**config.mk**
```make
export PLATFORM = sky130hd
export DESIGN_NAME = two_class_batch_arbiter
export DESIGN_NICKNAME = d
export VERILOG_FILES = /design/src/hw/rtl/tcba_pkg.sv /design/src/hw/rtl/tcba_ram.sv /design/src/hw/rtl/tcba_ctrl.sv /design/src/hw/rtl/tcba_dp.sv /design/src/hw/rtl/two_class_batch_arbiter.sv
export SDC_FILE = /design/constraint.sdc
export NUM_CORES = 1
export LEC_CHECK = 0
export BUFFER_PORTS_ARGS = -buffer_cell sky130_fd_sc_hd__clkbuf_2
export CAP_MARGIN = 10
export CORE_MARGIN = 8
export CORE_UTILIZATION = 50
export CTS_CLUSTER_DIAMETER = 80
export DETAILED_ROUTE_END_ITERATION = 8
export PLACE_DENSITY = 0.66
export REMOVE_ABC_BUFFERS = 1
export SETUP_SLACK_MARGIN = 0.15
export SLEW_MARGIN = 5
export SYNTH_ARGS = -nofsm -noshare
export SYNTH_HDL_FRONTEND = slang
export SYNTH_SLANG_ARGS = --single-unit
```
**constraint.sdc**
```tcl
create_clock -name clock -period 4.6 [get_ports clock]
set_input_delay 0.23 -clock clock [delete_from_list [all_inputs] [get_ports clock]]
set_output_delay 0.23 -clock clock [all_outputs]
set_load 0.01 [all_outputs]
```
**src/hw/rtl/tcba_pkg.sv**
```systemverilog
// ----------------------------------------------------------------------------
// tcba_pkg
// Shared types and constants of the two-class batch arbiter.
// ----------------------------------------------------------------------------
package tcba_pkg;

   localparam int ID_W    = 8;
   localparam int DUR_W   = 8;
   localparam int ENTRY_W = ID_W + DUR_W;
   localparam int BS_W    = 4;

   localparam logic [BS_W-1:0] BATCH_SIZE_RESET = 4'd3;

   typedef enum logic [1:0] {
      RSP_ENQ   = 2'd0,
      RSP_DROP  = 2'd1,
      RSP_GRANT = 2'd2,
      RSP_IDLE  = 2'd3
   } rsp_status_type;

   typedef enum logic [1:0] {
      SERVED_NONE = 2'd0,
      SERVED_C0   = 2'd1,
      SERVED_C1   = 2'd2
   } served_type;

   typedef enum logic [1:0] {
      FSM_IDLE  = 2'd0,
      FSM_EXEC  = 2'd1,
      FSM_GRANT = 2'd2
   } fsm_state_type;

   typedef enum logic {
      REQ_ARRIVE   = 1'b0,
      REQ_DISPATCH = 1'b1
   } req_kind_type;

   // controller -> datapath
   typedef struct packed {
      logic capture;
      logic exec_arrive;
      logic exec_idle;
      logic batch_start;
      logic grant_pop;
   } cmd_type;

   // datapath -> controller
   typedef struct packed {
      logic is_arrive;
      logic both_empty;
      logic remain_last;
   } status_type;

endpackage

```
**src/hw/rtl/tcba_ram.sv**
```systemverilog
// ----------------------------------------------------------------------------
// tcba_ram
// Generic single-write, single-read RAM with registered read data.
// ----------------------------------------------------------------------------
module tcba_ram #(
   parameter int WIDTH = 16,
   parameter int DEPTH = 16
) (
   input  logic                     clock,
   input  logic                     wr_en,
   input  logic [$clog2(DEPTH)-1:0] wr_addr,
   input  logic [WIDTH-1:0]         wr_data,
   input  logic [$clog2(DEPTH)-1:0] rd_addr,
   output logic [WIDTH-1:0]         rd_data
);

   logic [WIDTH-1:0] mem_ff [DEPTH];
   logic [WIDTH-1:0] rd_data_ff;

   always_ff @(posedge clock) begin
      if (wr_en) begin
         mem_ff[wr_addr] <= wr_data;
      end
      rd_data_ff <= mem_ff[rd_addr];
   end

   assign rd_data = rd_data_ff;

endmodule

```
**src/hw/rtl/tcba_ctrl.sv**
```systemverilog
// ----------------------------------------------------------------------------
// tcba_ctrl
// Controller: sequences arrive, idle and batch grant operations.
// ----------------------------------------------------------------------------
module tcba_ctrl
   import tcba_pkg::*;
(
   input  logic       clock,
   input  logic       reset,
   input  logic       start,
   input  status_type dp_status,
   output cmd_type    dp_cmd,
   output logic       busy
);

   fsm_state_type state_ff, state_in;

   always_ff @(posedge clock) begin
      if (reset) begin
         state_ff <= FSM_IDLE;
      end else begin
         state_ff <= state_in;
      end
   end

   always_comb begin
      state_in = state_ff;
      unique case (state_ff)
         FSM_IDLE: begin
            if (start) begin
               state_in = FSM_EXEC;
            end
         end
         FSM_EXEC: begin
            if (!dp_status.is_arrive && !dp_status.both_empty) begin
               state_in = FSM_GRANT;
            end else begin
               state_in = FSM_IDLE;
            end
         end
         FSM_GRANT: begin
            if (dp_status.remain_last) begin
               state_in = FSM_IDLE;
            end
         end
         default: state_in = FSM_IDLE;
      endcase
   end

   always_comb begin
      dp_cmd = '0;
      busy   = 1'b1;
      unique case (state_ff)
         FSM_IDLE: begin
            busy           = 1'b0;
            dp_cmd.capture = start;
         end
         FSM_EXEC: begin
            dp_cmd.exec_arrive = dp_status.is_arrive;
            dp_cmd.exec_idle   = !dp_status.is_arrive && dp_status.both_empty;
            dp_cmd.batch_start = !dp_status.is_arrive && !dp_status.both_empty;
         end
         FSM_GRANT: begin
            dp_cmd.grant_pop = 1'b1;
         end
         default: busy = 1'b1;
      endcase
   end

endmodule

```
**src/hw/rtl/tcba_dp.sv**
```systemverilog
// ----------------------------------------------------------------------------
// tcba_dp
// Datapath: class queues, pointers, batch counter, served class, result
// registers and the batch size register.
// ----------------------------------------------------------------------------
module tcba_dp
   import tcba_pkg::*;
#(
   parameter int QUEUE_DEPTH = 16,
   parameter int BATCH_MAX   = 8
) (
   input  logic             clock,
   input  logic             reset,
   input  cmd_type          dp_cmd,
   output status_type       dp_status,
   input  logic             req_type,
   input  logic             req_class,
   input  logic [ID_W-1:0]  req_id,
   input  logic [DUR_W-1:0] req_duration_tag,
   input  logic             csr_valid,
   input  logic [BS_W-1:0]  csr_batch_size,
   output logic             rsp_strobe,
   output logic [1:0]       rsp_status,
   output logic             rsp_grant_class,
   output logic [ID_W-1:0]  rsp_grant_id,
   output logic [DUR_W-1:0] rsp_grant_duration,
   output logic             rsp_last
);

   localparam int AW = $clog2(QUEUE_DEPTH);
   localparam int CW = $clog2(QUEUE_DEPTH + 1);
   localparam int BW = $clog2(BATCH_MAX + 1);
   localparam int LW = (BW > BS_W) ? BW : BS_W;
   localparam int MW = (CW > LW) ? CW : LW;

   function automatic logic [AW-1:0] next_ptr(input logic [AW-1:0] p);
      if (p == AW'(QUEUE_DEPTH - 1)) begin
         next_ptr = '0;
      end else begin
         next_ptr = p + AW'(1);
      end
   endfunction

   // captured request
   logic              req_type_ff;
   logic              req_class_ff;
   logic [ID_W-1:0]   req_id_ff;
   logic [DUR_W-1:0]  req_dur_ff;

   logic [BS_W-1:0]   batch_size_ff;
   logic [AW-1:0]     head0_ff, head0_in, head1_ff, head1_in;
   logic [CW-1:0]     count0_ff, count0_in, count1_ff, count1_in;
   served_type        served_ff, served_in;
   logic              pick_ff, pick_in;
   logic [BW-1:0]     remain_ff, remain_in;
   logic              rd_valid_ff, rd_last_ff, rd_class_ff;

   logic              strobe_ff, strobe_in;
   rsp_status_type    status_ff, status_in;
   logic              class_ff, class_in;
   logic [ID_W-1:0]   id_ff, id_in;
   logic [DUR_W-1:0]  dur_ff, dur_in;
   logic              last_ff, last_in;

   logic [AW-1:0]     sel_head;
   logic [CW-1:0]     sel_count;
   logic [AW:0]       tail_sum;
   logic [AW-1:0]     tail;
   logic              sel_full;
   logic              push0, push1;
   logic              pick_sel;
   logic [CW-1:0]     pick_count;
   logic [LW-1:0]     bs_ext, lim;
   logic [MW-1:0]     cnt_ext, lim_ext, n_items;
   logic [ENTRY_W-1:0] rd0_data, rd1_data, rd_entry, wr_entry;

   always_ff @(posedge clock) begin
      if (dp_cmd.capture) begin
         req_type_ff  <= req_type;
         req_class_ff <= req_class;
         req_id_ff    <= req_id;
         req_dur_ff   <= req_duration_tag;
      end
   end

   always_ff @(posedge clock) begin
      if (reset) begin
         batch_size_ff <= BATCH_SIZE_RESET;
      end else if (csr_valid) begin
         batch_size_ff <= csr_batch_size;
      end
   end

   // arrive path
   always_comb begin
      sel_head  = req_class_ff ? head1_ff : head0_ff;
      sel_count = req_class_ff ? count1_ff : count0_ff;
      sel_full  = (sel_count == CW'(QUEUE_DEPTH));
      tail_sum  = (AW+1)'(sel_head) + (AW+1)'(sel_count);
      if (tail_sum >= (AW+1)'(QUEUE_DEPTH)) begin
         tail_sum = tail_sum - (AW+1)'(QUEUE_DEPTH);
      end
      tail     = tail_sum[AW-1:0];
      push0    = dp_cmd.exec_arrive && !sel_full && !req_class_ff;
      push1    = dp_cmd.exec_arrive && !sel_full && req_class_ff;
      wr_entry = {req_id_ff, req_dur_ff};
   end

   // class pick and batch length
   always_comb begin
      if (count0_ff == '0) begin
         pick_sel = 1'b1;
      end else if (count1_ff == '0) begin
         pick_sel = 1'b0;
      end else begin
         pick_sel = (served_ff == SERVED_C0);
      end
      pick_count = pick_sel ? count1_ff : count0_ff;
      bs_ext     = LW'(batch_size_ff);
      if (bs_ext == '0) begin
         lim = LW'(1);
      end else if (bs_ext > LW'(BATCH_MAX)) begin
         lim = LW'(BATCH_MAX);
      end else begin
         lim = bs_ext;
      end
      cnt_ext = MW'(pick_count);
      lim_ext = MW'(lim);
      n_items = (cnt_ext < lim_ext) ? cnt_ext : lim_ext;
   end

   // pointer, count and batch state
   always_comb begin
      head0_in  = head0_ff;
      head1_in  = head1_ff;
      count0_in = count0_ff;
      count1_in = count1_ff;
      served_in = served_ff;
      pick_in   = pick_ff;
      remain_in = remain_ff;
      if (push0) begin
         count0_in = count0_ff + CW'(1);
      end
      if (push1) begin
         count1_in = count1_ff + CW'(1);
      end
      if (dp_cmd.batch_start) begin
         pick_in   = pick_sel;
         remain_in = BW'(n_items);
         served_in = pick_sel ? SERVED_C1 : SERVED_C0;
      end
      if (dp_cmd.grant_pop) begin
         remain_in = remain_ff - BW'(1);
         if (pick_ff) begin
            head1_in  = next_ptr(head1_ff);
            count1_in = count1_ff - CW'(1);
         end else begin
            head0_in  = next_ptr(head0_ff);
            count0_in = count0_ff - CW'(1);
         end
      end
   end

   always_ff @(posedge clock) begin
      if (reset) begin
         head0_ff    <= '0;
         head1_ff    <= '0;
         count0_ff   <= '0;
         count1_ff   <= '0;
         served_ff   <= SERVED_NONE;
         remain_ff   <= '0;
         pick_ff     <= 1'b0;
         rd_valid_ff <= 1'b0;
         strobe_ff   <= 1'b0;
      end else begin
         head0_ff    <= head0_in;
         head1_ff    <= head1_in;
         count0_ff   <= count0_in;
         count1_ff   <= count1_in;
         served_ff   <= served_in;
         remain_ff   <= remain_in;
         pick_ff     <= pick_in;
         rd_valid_ff <= dp_cmd.grant_pop;
         strobe_ff   <= strobe_in;
      end
   end

   always_ff @(posedge clock) begin
      rd_last_ff  <= (remain_ff == BW'(1));
      rd_class_ff <= pick_ff;
   end

   tcba_ram #(
      .WIDTH (ENTRY_W),
      .DEPTH (QUEUE_DEPTH)
   ) u_ram0 (
      .clock   (clock),
      .wr_en   (push0),
      .wr_addr (tail),
      .wr_data (wr_entry),
      .rd_addr (head0_ff),
      .rd_data (rd0_data)
   );

   tcba_ram #(
      .WIDTH (ENTRY_W),
      .DEPTH (QUEUE_DEPTH)
   ) u_ram1 (
      .clock   (clock),
      .wr_en   (push1),
      .wr_addr (tail),
      .wr_data (wr_entry),
      .rd_addr (head1_ff),
      .rd_data (rd1_data)
   );

   assign rd_entry = rd_class_ff ? rd1_data : rd0_data;

   // result register
   always_comb begin
      strobe_in = 1'b0;
      status_in = status_ff;
      class_in  = class_ff;
      id_in     = id_ff;
      dur_in    = dur_ff;
      last_in   = last_ff;
      if (dp_cmd.exec_arrive) begin
         strobe_in = 1'b1;
         status_in = sel_full ? RSP_DROP : RSP_ENQ;
         class_in  = req_class_ff;
         id_in     = req_id_ff;
         dur_in    = req_dur_ff;
         last_in   = 1'b1;
      end else if (dp_cmd.exec_idle) begin
         strobe_in = 1'b1;
         status_in = RSP_IDLE;
         class_in  = 1'b0;
         id_in     = '0;
         dur_in    = '0;
         last_in   = 1'b1;
      end else if (rd_valid_ff) begin
         strobe_in = 1'b1;
         status_in = RSP_GRANT;
         class_in  = rd_class_ff;
         id_in     = rd_entry[ENTRY_W-1:DUR_W];
         dur_in    = rd_entry[DUR_W-1:0];
         last_in   = rd_last_ff;
      end
   end

   always_ff @(posedge clock) begin
      status_ff <= status_in;
      class_ff  <= class_in;
      id_ff     <= id_in;
      dur_ff    <= dur_in;
      last_ff   <= last_in;
   end

   assign rsp_strobe         = strobe_ff;
   assign rsp_status         = status_ff;
   assign rsp_grant_class    = class_ff;
   assign rsp_grant_id       = id_ff;
   assign rsp_grant_duration = dur_ff;
   assign rsp_last           = last_ff;

   assign dp_status.is_arrive   = (req_type_ff == REQ_ARRIVE);
   assign dp_status.both_empty  = (count0_ff == '0) && (count1_ff == '0);
   assign dp_status.remain_last = (remain_ff == BW'(1));

endmodule

```
**src/hw/rtl/two_class_batch_arbiter.sv**
```systemverilog
// ----------------------------------------------------------------------------
// two_class_batch_arbiter
// Two FIFO request queues served in batches, alternating when both hold work.
//
// channel  ports                        handshake
// req      req_type/class/id/dur_tag    start & !busy
// rsp      rsp_status/grant_*/last      rsp_strobe, one cycle, no stall
// csr      csr_batch_size               csr_valid & csr_ready (always ready)
//
// Arrive and idle dispatch: the request is captured on accept and executed
// in the EXEC state, its result registered; then the block accepts again.
// Dispatch with n grants: busy in EXEC, then in GRANT for each grant.
// Grants leave one per cycle through the queue RAM's registered read and
// the result register. Synchronous reset clears pointers, counts and
// control; queue RAMs are not cleared. The receiver cannot stall results.
// ----------------------------------------------------------------------------
module two_class_batch_arbiter
   import tcba_pkg::*;
#(
   parameter int QUEUE_DEPTH = 16,
   parameter int BATCH_MAX   = 8
) (
   input  logic             clock,
   input  logic             reset,
   input  logic             start,
   output logic             busy,
   input  logic             req_type,
   input  logic             req_class,
   input  logic [ID_W-1:0]  req_id,
   input  logic [DUR_W-1:0] req_duration_tag,
   output logic             rsp_strobe,
   output logic [1:0]       rsp_status,
   output logic             rsp_grant_class,
   output logic [ID_W-1:0]  rsp_grant_id,
   output logic [DUR_W-1:0] rsp_grant_duration,
   output logic             rsp_last,
   input  logic             csr_valid,
   output logic             csr_ready,
   input  logic [BS_W-1:0]  csr_batch_size
);

   cmd_type    dp_cmd;
   status_type dp_status;

   assign csr_ready = 1'b1;

   tcba_ctrl u_ctrl (
      .clock     (clock),
      .reset     (reset),
      .start     (start),
      .dp_status (dp_status),
      .dp_cmd    (dp_cmd),
      .busy      (busy)
   );

   tcba_dp #(
      .QUEUE_DEPTH (QUEUE_DEPTH),
      .BATCH_MAX   (BATCH_MAX)
   ) u_dp (
      .clock              (clock),
      .reset              (reset),
      .dp_cmd             (dp_cmd),
      .dp_status          (dp_status),
      .req_type           (req_type),
      .req_class          (req_class),
      .req_id             (req_id),
      .req_duration_tag   (req_duration_tag),
      .csr_valid          (csr_valid && csr_ready),
      .csr_batch_size     (csr_batch_size),
      .rsp_strobe         (rsp_strobe),
      .rsp_status         (rsp_status),
      .rsp_grant_class    (rsp_grant_class),
      .rsp_grant_id       (rsp_grant_id),
      .rsp_grant_duration (rsp_grant_duration),
      .rsp_last           (rsp_last)
   );

   a_arrive_result: assert property (@(posedge clock) disable iff (reset)
      (start && !busy && req_type == REQ_ARRIVE) |-> ##2 (rsp_strobe && rsp_last))
      else $error("arrive item without its result");

   a_batch_contiguous: assert property (@(posedge clock) disable iff (reset)
      (rsp_strobe && rsp_status == RSP_GRANT && !rsp_last) |=>
      (rsp_strobe && rsp_status == RSP_GRANT && $stable(rsp_grant_class)))
      else $error("grant batch broken or class changed");

   a_single_last: assert property (@(posedge clock) disable iff (reset)
      (rsp_strobe && rsp_status != RSP_GRANT) |-> rsp_last)
      else $error("non-grant result not marked last");

   a_busy_dispatch: assert property (@(posedge clock) disable iff (reset)
      (dp_cmd.batch_start) |=> busy)
      else $error("batch started without busy");

endmodule
```
==> flow_summary.json, run 1 <==
{
  "comb_power_share": 0.020,
  "drive_gt1_frac": 0.301,
  "crit_path_end": "u_dp.remain_ff[0]",
  "clkLatencyLatePin_ns": 0.63,
  "setup_violations": 0,
  "r2r_slack_ns": 1.27,
  "synth_area_um2": 23600,
  "max_slew_margin": 0.165,
  "diodes": 0,
  "cp-start-kind": "flop",
  "power_switching_mw": 2.32,
  "cp.required_ns": 5.14,
  "wl_per_cell_um": 25.8,
  "post-route-util": 0.583,
  "maxSlewViolCount": 0,
  "fin_hold_ws_ns": 0.279,
  "p_int_mw": 9.31,
  "p_leak_nw": 8.60,
  "maxCapViolations": 0,
  "antenna_found_initial": 1,
  "top_layer_used": "met5",
  "drt_wl_total_mm": 49.7,
  "num-fill-cells": 3312,
  "clock.fmax_mhz": 301,
  "dp_cells": 1784,
  "total_power_mw": 11.6,
  "grt_pass1_vias": 11600,
  "vias_per_cell": 5.88,
  "grt_pass1_wl_mm": 74.1,
  "grt-ovfl-total": 0,
  "post-place-ws_ns": 1.31,
  "setup_slack_ns": 1.27,
  "worstMarginPinSlew_ns": 1.25,
  "peakVddDrop_mv": 0.309,
  "worstSetupPathType": "flop to flop",
  "final_hold_viol_count": 0,
  "grt_use_total": 0.184,
  "syn_area_per_cell_um2": 20.8,
  "die_area_um2": 54400,
  "p_seq_frac": 0.538,
  "dieHeight_um": 233,
  "cp_max_fo": 8,
  "drc": 0,
  "ys_ff_latch": 616,
  "vias": 11300,
  "synth_warnings": 0,
  "p_per_area_nw_per_um2": 428,
  "cts.sinks": 616,
  "met1_length_mm": 20.8,
  "fp-row-count": 79,
  "core-area_um2": 46600,
  "place_area_um2": 24800,
  "area_delta_synth_final_pct": 15.2,
  "final_common_cell": "edfxtp_1",
  "worstRegToRegCells": 13,
  "htreeDepth": 2,
  "drt_iter0_markers": 1021,
  "wl_met3_mm": 3.78,
  "io_pins": 49,
  "multi_input_area_um2": 5510,
  "path_clk_slew_ns": 0.06,
  "cts.path.max_buffers": 3,
  "root_buffer": "clkbuf_16",
  "hp-class": "input pin to flop",
  "end_kind": "flop",
  "rsz0062_at_grt": "false",
  "swShare": 0.199,
  "async_reset_ff_frac": 0,
  "r2r_end": "u_dp.remain_ff[0]",
  "post_cts_buffers": 0,
  "skew_ns": 0.0238,
  "ys.flop_type": "edfxtp_1",
  "power_frac_clock": 0.442,
  "nets": 1311,
  "cts_tree": "done",
  "seq_area_um2": 17800,
  "layout.cells.non_filler": 1928,
  "grt_start_max_net_pins": 69,
  "antenna_left": 0,
  "crit_arrival_ns": 3.86,
  "gp_congestion": 0.828,
  "period_share": 0.723,
  "r2r_start": "u_dp.count1_ff[0]",
  "fin_setup_tns_ns": 0,
  "io_buffers": 47,
  "dr.pass1.iters": 5,
  "yosysSeqAreaShare": 0.756,
  "dr_wl_met2_mm": 23.7,
  "hold_start": "reset",
  "status": "complete, no violations",
  "start_util": 0.506,
  "period_minus_slack_ns": 3.33,
  "synthDistinctLibCells": 59,
  "final_cell_mix": "549 x edfxtp_1, 160 x mux4_2, 63 x dfxtp_1",
  "crit_start": "u_dp.count1_ff[0]",
  "synth_edf_count": 549,
  "finish.instance_area_um2": 27200,
  "dp_hpwl_mm": 28.6,
  "die_w_um": 233,
  "synthCells": 1136,
  "cts_made_buffers": 61
}
[cell type report]
class,instances,share of cell area
Tap cell,607,0.0280
Timing Repair Buffer,124,0.0327
Clock buffer,86,0.0630
Inverter,16,0.00221
Multi-Input combinational cell,449,0.203
Clock inverter,30,0.0147
Sequential cell,616,0.657
[how the worst min path moves through the flow]
stage                         to  slack [ns]  depth (start not counted)
2_1_floorplan  u_dp.remain_ff[0]        0.29                          1
5_1_grt        u_dp.req_id_ff[2]        0.30                          2
3_3_place_gp    u_dp.rd_class_ff        0.39                          0
6_report       u_dp.remain_ff[0]        0.28                          2
3_5_place_dp    u_dp.rd_class_ff        0.40                          0
4_1_cts        u_dp.remain_ff[0]        0.25                          2
[sequential cells by signal, indices dropped and copies added (netlist names), 2 cells and up]
signal                   flops
u_dp.count1_ff               5
u_dp.req_id_ff               8
u_dp.u_ram0.mem_ff         256
u_ctrl.state_ff              2
u_dp.batch_size_ff           4
u_dp.u_ram0.rd_data         16
u_dp.rsp_grant_duration      8
u_dp.rsp_grant_id            8
u_dp.head0_ff                4
u_dp.u_ram1.mem_ff         256
u_dp.rsp_status              2
u_dp.count0_ff               5
u_dp.head1_ff                4
u_dp.remain_ff               4
u_dp.u_ram1.rd_data         16
u_dp.req_dur_ff              8
[critical path, cell delays in order, from the launching register on]
cell and delay [ns]:
dfxtp_1 0.40, inv_1 0.16, ha_1 0.17, or4b_4 0.48
a21o_4 0.26, a22oi_1 0.23, inv_1 0.08, ha_1 0.30
a21o_1 0.16, a21o_2 0.22, a221oi_4 0.29, nand2_1 0.09
a221o_1 0.31, a21oi_2 0.11
[power by group through the flow]
stage	combinational [mW]	sequential (mW)	clock [mW]
finish	0.235	6.26	5.14
global route	0.256	6.27	5.44
CTS	0.232	6.26	5.24
detailed placement	0.211	6.38	0
global placement	0.207	6.37	0
floorplan	0.105	6.35	0
[cell usage after synthesis (all sizes together), types with 3 or more instances]
library cell  count  area, um^2
edfxtp          549       16500
mux4            160        3600
nor2             68         255
dfxtp            67        1340
nand2            50         188
clkbuf           35         131
o21ai            25         129
mux2i            21         210
buf              20         114
ha               16         200
inv              16        60.1
a21oi            14        73.8
xor2             11        96.3
nor2b             8        50.1
xnor2             7        61.3
nand3             5        25.0
a211oi            4        40.0
a21o              4        38.8
a22oi             4        30.0
or3               4        25.0
a41oi             3        26.3
mux2              3        33.8
nand2b            3        18.8
nor3              3        15.0
nor4b             3        32.5
or2               3        18.8
or4b              3        33.8
[per-layer routing]
layer / vias to the layer above / track usage
li1: 4899 / -
met1: 5919 / 0.253
met2: 428 / 0.294
met3: 85 / 0.0406
met4: 2 / 0.0573
met5: - / 0
[timing repair]
item / in CTS / in global routing
resized for setup: 0 / 0
hold buffers: 27 / 0
hold endpoints to repair: 23 / 0
endpoints found under the setup margin: 0 / 0
[cell families (layout without fill, tap and decap cells)]
| logic type | Yosys count | count (layout) | synth area share |
|---|---|---|---|
| AO/OA/AOI/OAI | 72 | 72 | 0.0216 |
| XOR/XNOR | 18 | 18 | 0.00669 |
| adder cells (fa/ha/maj) | 17 | 17 | 0.00934 |
| buffers and inverters | 71 | 256 | 0.0129 |
| flip-flops | 616 | 616 | 0.756 |
| multiplexers | 184 | 184 | 0.163 |
| other | 1 | 1 | 0.000159 |
| AND/OR/NAND/NOR | 157 | 157 | 0.0301 |
(Power assumes the default switching activity.)
==> run 2, diff against run 1 <==
==> constraint.sdc (replaced) <==
create_clock -name clock -period 3.3 [get_ports clock]
set_input_delay 0.165 -clock clock [delete_from_list [all_inputs] [get_ports clock]]
set_output_delay 0.165 -clock clock [all_outputs]
set_load 0.01 [all_outputs]
==> run 2 against run 1 <==
Power grew 34%. Highest routed layer is now met4. Sequential power is 39% higher. Clock power increased by 26%. Die area unchanged. Wire length down 0.57%. Via count grew 0.54%. Sequential cell count did not move. Hold slack got worse by 0.022 ns.
==> flow_summary.json, run 2 (synthesis gave the netlist of run 1 again) <==
{
  "vias": 11400,
  "setup_slack_ns": 0.270,
  "reg_top3": "u_dp.u_ram0.mem_ff: 256 flops, u_dp.u_ram1.mem_ff: 256 flops",
  "grt_use_total": 0.183,
  "grt_pass1_wl_mm": 73.8,
  "cts.path.max_buffers": 3,
  "maxSlewViolCount": 0,
  "post-place-ws_ns": 0.151,
  "maxCapViolations": 0,
  "setup_violations": 0,
  "r2r_slack_ns": 0.27,
  "cts.sinks": 616,
  "rsz0062_at_grt": "false",
  "cts_tree": "done",
  "cp_max_fo": 6,
  "grt_pass1_vias": 11600,
  "cp-start-kind": "flop",
  "dieHeight_um": 233,
  "grt-ovfl-total": 0,
  "diodes": 0,
  "worstMarginPinSlew_ns": 1.29,
  "vias_per_cell": 5.87,
  "total_power_mw": 15.5,
  "drive_gt1_frac": 0.317,
  "drt_wl_total_mm": 49.5,
  "fin_hold_ws_ns": 0.257,
  "htreeDepth": 2,
  "p_per_area_nw_per_um2": 570,
  "status": "complete, no violations",
  "final_cell_mix": "549 x edfxtp_1, 160 x mux4_2, 63 x dfxtp_1",
  "io_buffers": 47,
  "p_leak_nw": 8.63,
  "final_hold_viol_count": 0,
  "path_clk_slew_ns": 0.06,
  "antenna_found_initial": 0,
  "final_common_cell": "edfxtp_1",
  "io_pins": 49,
  "post-route-util": 0.586,
  "end_kind": "flop",
  "period_share": 0.918,
  "die_w_um": 233,
  "skew_ns": 0.0133,
  "area_delta_synth_final_pct": 15.6,
  "wl_per_cell_um": 25.5,
  "clock.fmax_mhz": 330,
  "grt_start_max_net_pins": 70,
  "crit_arrival_ns": 3.56,
  "die_area_um2": 54400,
  "start_util": 0.506,
  "drt_iter0_markers": 1038,
  "dr.pass1.iters": 5,
  "drc": 0,
  "nets": 1331,
  "peakVddDrop_mv": 0.555,
  "worstSetupPathType": "flop to flop",
  "period_minus_slack_ns": 3.03,
  "root_buffer": "clkbuf_16",
  "cp.required_ns": 3.83,
  "core-area_um2": 46600,
  "gp_congestion": 0.815,
  "dp_hpwl_mm": 28.5,
  "max_slew_margin": 0.142,
  "hp-class": "input pin to flop",
  "fp-row-count": 79,
  "clkLatencyLatePin_ns": 0.61,
  "cts_made_buffers": 60,
  "antenna_left": 0
}
run 2: cell count changes in the layout (fill, tap and decap cells not counted), moves of 5 or more:
cell,before,now
buf_12,0,10
clkbuf_1,17,8
clkinv_1,2,11
buf_4,49,56
bufinv_16,8,3
nand2_1,50,45
nand2_2,0,5
run 2: final cells by class:
class                           count  area (um^2)
Multi-Input combinational cell    449         5540
Fill cell                        3300        19300
Clock buffer                       72         1590
Inverter                           16         60.1
Tap cell                          607          759
Clock inverter                     37          279
Timing Repair Buffer              145         1200
Sequential cell                   616        17800
run 2: power breakdown:
group	switching [mW]	internal, mW	leakage [nW]	total [mW]
clock network	2.81	3.65	0.916	6.46
logic	0.223	0.157	2.21	0.380
registers	0.118	8.59	5.51	8.71
total	3.15	12.4	8.63	15.5
run 2: worst paths after layout:
check	start	end	cells past startpoint
max	u_dp.count1_ff[0]	u_dp.remain_ff[0]	13
min	reset	u_dp.remain_ff[0]	2
min reg2reg	u_dp.pick_ff	u_dp.rd_class_ff	0
max reg2reg	u_dp.count1_ff[0]	u_dp.remain_ff[0]	13
run 2: metal layers:
metal  track usage  share of wire
met5             0              0
met1         0.260           0.44
met2         0.288           0.47
met3        0.0337          0.063
met4        0.0557          0.025
run 2: per-stage QoR:
step                area (um^2)  setup TNS (ns)  cells
floorplan                 23300        -1110.61   1081
global placement          25000               0   1794
detailed placement        25000               0   1794
CTS                       27100               0   1930
global route              27300               0   1942
finish                    27300               0   1942
run 2: critical path, cell delays in order, from the launching register on:
cell and delay [ns]:
dfxtp_1 0.32, inv_2 0.07, ha_2 0.17, or4b_4 0.46, a21o_4 0.26, a22oi_2 0.18
inv_2 0.07, ha_4 0.22, a21o_1 0.15, a21o_2 0.22, a221oi_4 0.30, nand2_1 0.08
a221o_1 0.34, a21oi_2 0.11
run 2: what timing repair did:
item	in CTS	in global routing
hold buffers	27	0
pin swaps	0	4
hold endpoints to repair	23	0
gates resized for setup	1	12
setup endpoints to repair	1	428
gates cloned	0	0
setup buffers	0	9
